## config.mk

```make
export PLATFORM = sky130hd
export DESIGN_NAME = spic_queue
export DESIGN_NICKNAME = d
export VERILOG_FILES = /design/src/hdl/spic_pkg.sv /design/src/hdl/spic_queue.sv
export SDC_FILE = /design/constraint.sdc
export NUM_CORES = 1
export LEC_CHECK = 0
export ABC_CLOCK_PERIOD_IN_PS = 10100
export BUFFER_PORTS_ARGS = -buffer_cell sky130_fd_sc_hd__buf_2
export CORE_ASPECT_RATIO = 1.2
export CORE_MARGIN = 4
export CORE_UTILIZATION = 56
export DETAILED_ROUTE_END_ITERATION = 8
export GPL_TIMING_DRIVEN = 0
export HOLD_SLACK_MARGIN = 0.1
export PLACE_DENSITY = 0.87
export SLEW_MARGIN = 20
export SYNTH_ARGS = -nofsm -noshare
export SYNTH_HDL_FRONTEND = slang
export SYNTH_SLANG_ARGS = --single-unit
```

## constraint.sdc

```tcl
create_clock -name clk -period 10.1 [get_ports clk]
set_input_delay 0.505 -clock clk [delete_from_list [all_inputs] [get_ports clk]]
set_output_delay 0.505 -clock clk [all_outputs]
set_load 0.01 [all_outputs]
```

## src/hdl/spic_pkg.sv

```systemverilog
// shared types, widths and codes for the segment pair intersection classifier
// no dependencies; imported by every module of the block
`default_nettype none
package spic_pkg;

  // fixed field widths
  localparam int COORD_BITS = 20;
  localparam int FRAC_BITS  = 16;
  localparam int TOL_FRAC   = 16;

  // configuration register widths
  localparam int PTOL_W    = 16;
  localparam int DTOL_W    = 42;
  localparam int CTOL_W    = 20;
  localparam int CFG_W     = 42;
  localparam int CFG_IDX_W = 2;

  // internal arithmetic widths
  localparam int DIFF_W = COORD_BITS + 1;
  localparam int PROD_W = 2 * DIFF_W;
  localparam int SUM_W  = PROD_W + 1;
  localparam int REM_W  = SUM_W + 1;
  localparam int PE_W   = SUM_W + PTOL_W;
  localparam int CMP_W  = REM_W + TOL_FRAC;
  localparam int EXT_W  = COORD_BITS + 2;

  localparam int QUEUE_DEPTH = 2;

  // register indexes
  localparam logic [CFG_IDX_W-1:0] CFG_PTOL = 2'd0;
  localparam logic [CFG_IDX_W-1:0] CFG_DTOL = 2'd1;
  localparam logic [CFG_IDX_W-1:0] CFG_CTOL = 2'd2;

  // result kinds
  localparam logic [2:0] KIND_NONE      = 3'd0;
  localparam logic [2:0] KIND_ONE       = 3'd1;
  localparam logic [2:0] KIND_PARALLEL  = 3'd2;
  localparam logic [2:0] KIND_DISJOINT  = 3'd3;
  localparam logic [2:0] KIND_CONTAINED = 3'd4;
  localparam logic [2:0] KIND_OVERLAP   = 3'd5;

  // how the back end forms a parameter
  localparam logic [1:0] MODE_ZERO = 2'd0;
  localparam logic [1:0] MODE_ONE  = 2'd1;
  localparam logic [1:0] MODE_DIV  = 2'd2;

  typedef struct packed {
    logic signed [COORD_BITS-1:0] ax;
    logic signed [COORD_BITS-1:0] az;
    logic signed [COORD_BITS-1:0] bx;
    logic signed [COORD_BITS-1:0] bz;
    logic signed [COORD_BITS-1:0] cx;
    logic signed [COORD_BITS-1:0] cz;
    logic signed [COORD_BITS-1:0] dx;
    logic signed [COORD_BITS-1:0] dz;
  } seg_pair_t;

  typedef struct packed {
    logic [2:0]           kind;
    logic [FRAC_BITS:0]   alpha_out;
    logic [FRAC_BITS:0]   beta_out;
  } isect_t;

  typedef struct packed {
    logic [PTOL_W-1:0] ptol;
    logic [DTOL_W-1:0] dtol;
    logic [CTOL_W-1:0] ctol;
  } tol_t;

  // classified item handed from front to back
  typedef struct packed {
    logic [2:0]       kind;
    logic [1:0]       a_mode;
    logic [1:0]       b_mode;
    logic [SUM_W-1:0] a_num;
    logic [SUM_W-1:0] b_num;
    logic [SUM_W-1:0] den;
  } job_t;

endpackage
`default_nettype wire

```

## src/hdl/spic_queue.sv

```systemverilog
// short job queue between front and back end
// depends on spic_pkg for the job type
`default_nettype none
module spic_queue #(
  parameter int DEPTH = spic_pkg::QUEUE_DEPTH
) (
  input  wire logic           clk,
  input  wire logic           rst_n,
  input  wire logic           push,
  input  wire spic_pkg::job_t push_data,
  output logic                pop,
  output spic_pkg::job_t      pop_data
);
  import spic_pkg::*;

  localparam int PW = (DEPTH > 1) ? $clog2(DEPTH) : 1;
  localparam int CW = $clog2(DEPTH + 1);

  job_t          mem [DEPTH];
  logic [PW-1:0] wr_r, rd_r;
  logic [CW-1:0] count_r;
  logic          full, do_push;

  assign full     = (count_r == CW'(DEPTH));
  assign do_push  = push && !full;
  assign pop      = (count_r != '0);
  assign pop_data = mem[rd_r];

  always_ff @(posedge clk) begin
    if (do_push) mem[wr_r] <= push_data;
  end

  always_ff @(posedge clk) begin
    if (!rst_n) begin
      wr_r    <= '0;
      rd_r    <= '0;
      count_r <= '0;
    end else begin
      if (do_push) wr_r <= (wr_r == PW'(DEPTH - 1)) ? '0 : wr_r + PW'(1);
      if (pop) rd_r <= (rd_r == PW'(DEPTH - 1)) ? '0 : rd_r + PW'(1);
      count_r <= count_r + CW'(do_push) - CW'(pop);
    end
  end

`ifndef SYNTHESIS
  // back end drains every cycle, so the queue never fills
  a_no_overflow: assert property (@(posedge clk) disable iff (!rst_n) push |-> !full)
    else $error("job queue overflow");
  a_shallow: assert property (@(posedge clk) disable iff (!rst_n) count_r <= CW'(1))
    else $error("job queue holds more than one job");
`endif

endmodule
`default_nettype wire

```

After elaboration in Yosys (flattened, before gate mapping)
Memory sizes are Yosys's and may differ from the RTL's. A register that Yosys moved wholly into a read port is not among the register bits.
Index checks and enable logic that the tools add are counted.
W data, S select, Z words.
{"block": "classes", "n_addsub": 4, "eq_ne": 1, "mux": 6, "reduce_logical": 3}
{"op": "$mux W1", "count": 6}
{"op": "$add A1 B1 Y1 const B", "count": 2}
{"op": "$add A2 B1 Y2", "count": 1}
{"op": "$eq A2 B2 Y1 const B", "count": 1}
{"op": "$reduce_bool A2 Y1", "count": 1}
{"op": "$sub A2 B1 Y2", "count": 1}
{"op": "$logic_and A1 B1 Y1", "count": 1}
{"op": "$logic_not A1 Y1", "count": 1}
{"block": "totals", "reg_bits": 4, "ram_bits": 272, "inputBits": 139, "out_inout_bits": 137, "wordCells": 18, "mem_count": 1}
{"name": "mem", "words": 2, "width": 136, "rd": 1, "rd_clocked_by_memory_dff": 1, "write_ports": 1, "line_no": "spic_queue.sv:19", "text": "job_t mem [DEPTH];"}

Longest topological paths before layout
{"block": "depth", "depth_word": 5, "ltp_mapped": 4, "mapped_depth_nobuf": 3}

Least setup slack after synthesis
Ideal clock, no wire load.
{"block": "synth_timing", "path_kind": "input-to-reg", "from": "input port push", "to": "memory mem[0][0] (netlist name) (enable)", "arrival_ps": 6227, "required_time_ps": 9467, "slack_ps": 3241, "path_stages": 2, "path_buffers": 0, "path_cell_list": "nand2_1 nor2_1"}
{"block": "synth_between", "elab_chain_len": 3}
{"item": "from (decl)", "line_no": "spic_queue.sv:9", "text": "input wire logic push,"}
{"item": "$logic_and A1 B1 Y1", "line_no": "spic_queue.sv:25", "text": "assign do_push = push && !full;"}
{"item": "$mux W1", "line_no": "spic_queue.sv:30", "text": "if (do_push) mem[wr_r] <= push_data;"}
{"item": "$mux W1 (implied by the code)", "line_no": "spic_queue.sv:30"}
{"item": "to (decl)", "line_no": "spic_queue.sv:19"}
Every way passes these cells.

==> flow_summary.ini <==
[critical_path]
critPathLaunchType = register
critPathCaptureType = output pin
reg2reg_from = count_r[0]
required_ps = 9600
arrival_ps = 1840
cp_max_fo = 10
path_class = reg2out

[final_layout]
antenna-diode-count = 0
synthToLayoutAreaGrowth_pct = 27.41
layout.nets = 894
most-common-layout-cells = buf_2, edfxtp_1, mux2_2, mux2_4, clkbuf_16
drive_above_1_share_pct = 61.71
final_common_cell = buf_2

[pwr]
irDropWorstVdd_mv = 0.1606
internal_power_uw = 2092
sw_frac_of_total_pct = 20.43
power_per_cell_area_nw_per_um2 = 203.3
p_leak_uw = 0.004996
clkPwrFrac_pct = 38.9
pwr-share-seq_pct = 51.4
finalPower_uw = 2629
p_sw_uw = 536.9
comb_power_share_pct = 9.7

[cts]
cts_resized = 0
clkSinkCount = 277
cts_tree = yes
cts_hold_buffers = 0
clk_pin_slew_ps = 60
numCtsBuffers = 27
cts_setup_buffers = 0
clock_path_buffers = 3
cts-root-buf = clkbuf_16
clkLatencyLatePin_ps = 510
cts_max_level = 1

[timing]
max_freq_mhz = 426.8
hold_viol = 0
slew_viol_final = 0
max-slew-margin-rel_pct = 61.98
skew_ps = 10.57
fin_crit_sh_pct = 23.20
worst_pin_slew_ps = 570.3
setup_viol = 0
finalCriticalPeriod_ps = 2343
grt_setup_unrepaired = false
tns_ps = 0

[global_route]
overflow = 0
grt_use_total_pct = 19.16
grt_pass1_vias = 5692
grt_max_degree = 54
grt_first_pass_wirelength_um = 30220
antenna_found_initial = 2

[routing]
via_per_inst = 5.296
detail_route.wl_per_cell_um = 20.37
drc = 0
vias = 5259
drt_iter0_drc = 297
dr.pass1.iters = 7
ant_nets = 0
drt-total-wl_um = 20230

[placement]
dpl.hpwl_um = 13990
port_buffers = 275
gp_congestion = 0.7455

[floorplan]
die-height_um = 155.5
start_util_pct = 57.53
num_rows = 53
die_w_um = 130.9
coreArea_um2 = 17640
io-pin-count = 276
die_area_um2 = 20350

[synth]
syn_nets = 582
ys_types = 15
synth_edf_count = 272
yosys.area.top_type_share_pct = 80.48
syn_avg_cell_area_um2 = 22.91
yosysWarnings = 0
synth_area_um2 = 10150
synthCells = 443
yosysSeqAreaShare_pct = 81.47
synth_area_leaders = edfxtp_1, mux2_2, mux2_4
synth_ff_type = edfxtp_1
ys_seq_elements = 277
synth_top_cell_by_area = edfxtp_1
async_reset_ff_share_pct = 0

[min_path]
min_from = push_data[41]
hold_path.class = in2reg

[status]
status = completed

[job]
cap_violations = 0
Yosys cell counts, types with 2 or more instances:
| cell | n |
|---|---|
| edfxtp_1 | 272 |
| mux2_2 | 96 |
| mux2_4 | 40 |
| buf_2 | 9 |
| buf_6 | 6 |
| dfxtp_1 | 5 |
| and3_1 | 4 |
| nand2_1 | 3 |
| nand2b_1 | 2 |
power by group through the flow:
stage | Clock [uW] | Sequential (uW) | Combinational [uW]
after floorplan | 0 | 1380 | 135
after detailed placement | 0 | 1380 | 256
after CTS | 1040 | 1350 | 259
after global routing | 1100 | 1360 | 274
final | 1020 | 1350 | 254
after global placement | 0 | 1390 | 232
layout make-up:
class | instances | area [um2]
flip-flops and latches | 277 | 8268
well taps | 220 | 275.3
fillers | 1044 | 4710
inverters | 1 | 3.754
clock buffers | 33 | 718.2
multi-input cells | 150 | 1777
plain buffers | 15 | 112.6
repair buffers | 283 | 1574
clock inverters | 14 | 201.4
logic make-up (layout without fill, tap and decap cells):
group	after synthesis	count (layout)	share of synthesized area, %
buffers and inverters	16	346	1.146
muxes	137	137	16.67
DFF	277	277	81.47
AOI/OAI and AO/OA	1	1	0.07400
and+or+nand+nor	12	12	0.6411
worst max-delay path: stages (launching register included):
cell and delay (ps):
dfxtp_1 320, buf_6 150, buf_6 180, buf_6 200
mux2_4 320, buf_2 140
metrics by stage:
step           hold WS, ps  cells  worst slack (ps)  instance area [um2]  util, %
6_report             179.5    993              7757                12930    73.30
5_1_grt              157.5    993              7664                12930    73.30
4_1_cts              154.3    993              7689                12930    73.30
3_5_place_dp         508.0    946              8097                12010    68.09
3_3_place_gp         461.9    938             719.4                11800    66.90
2_1_floorplan        454.9    443              3241                10150        -
flip-flops by register name (all words and copies together), names as in the netlist, named ones only:
| register | cells |
|---|---|
| mem | 272 |
| wr_r | 1 |
| rd_r | 1 |
| count_r | 2 |
path summary, 6_finish.rpt:
path	depth (start not counted)	endpoint	slack, ps
worst min register to register	1	count_r[1]	520
worst min-delay path	1	mem[0][41]	180
worst max register to register	6	mem[0][59]	8170
worst max-delay path	5	pop_data[121]	7760
metal layers:
layer  global-route usage (%)  routed length [um]  vias to the layer above
met5                        0                  15                        -
met4                    6.124                 514                        4
met3                    5.391                1735                       44
met2                    34.47               10860                      231
met1                    21.87                7101                     2595
li1                         -                   -                     2385
Power figures use the tool's default switching activity.
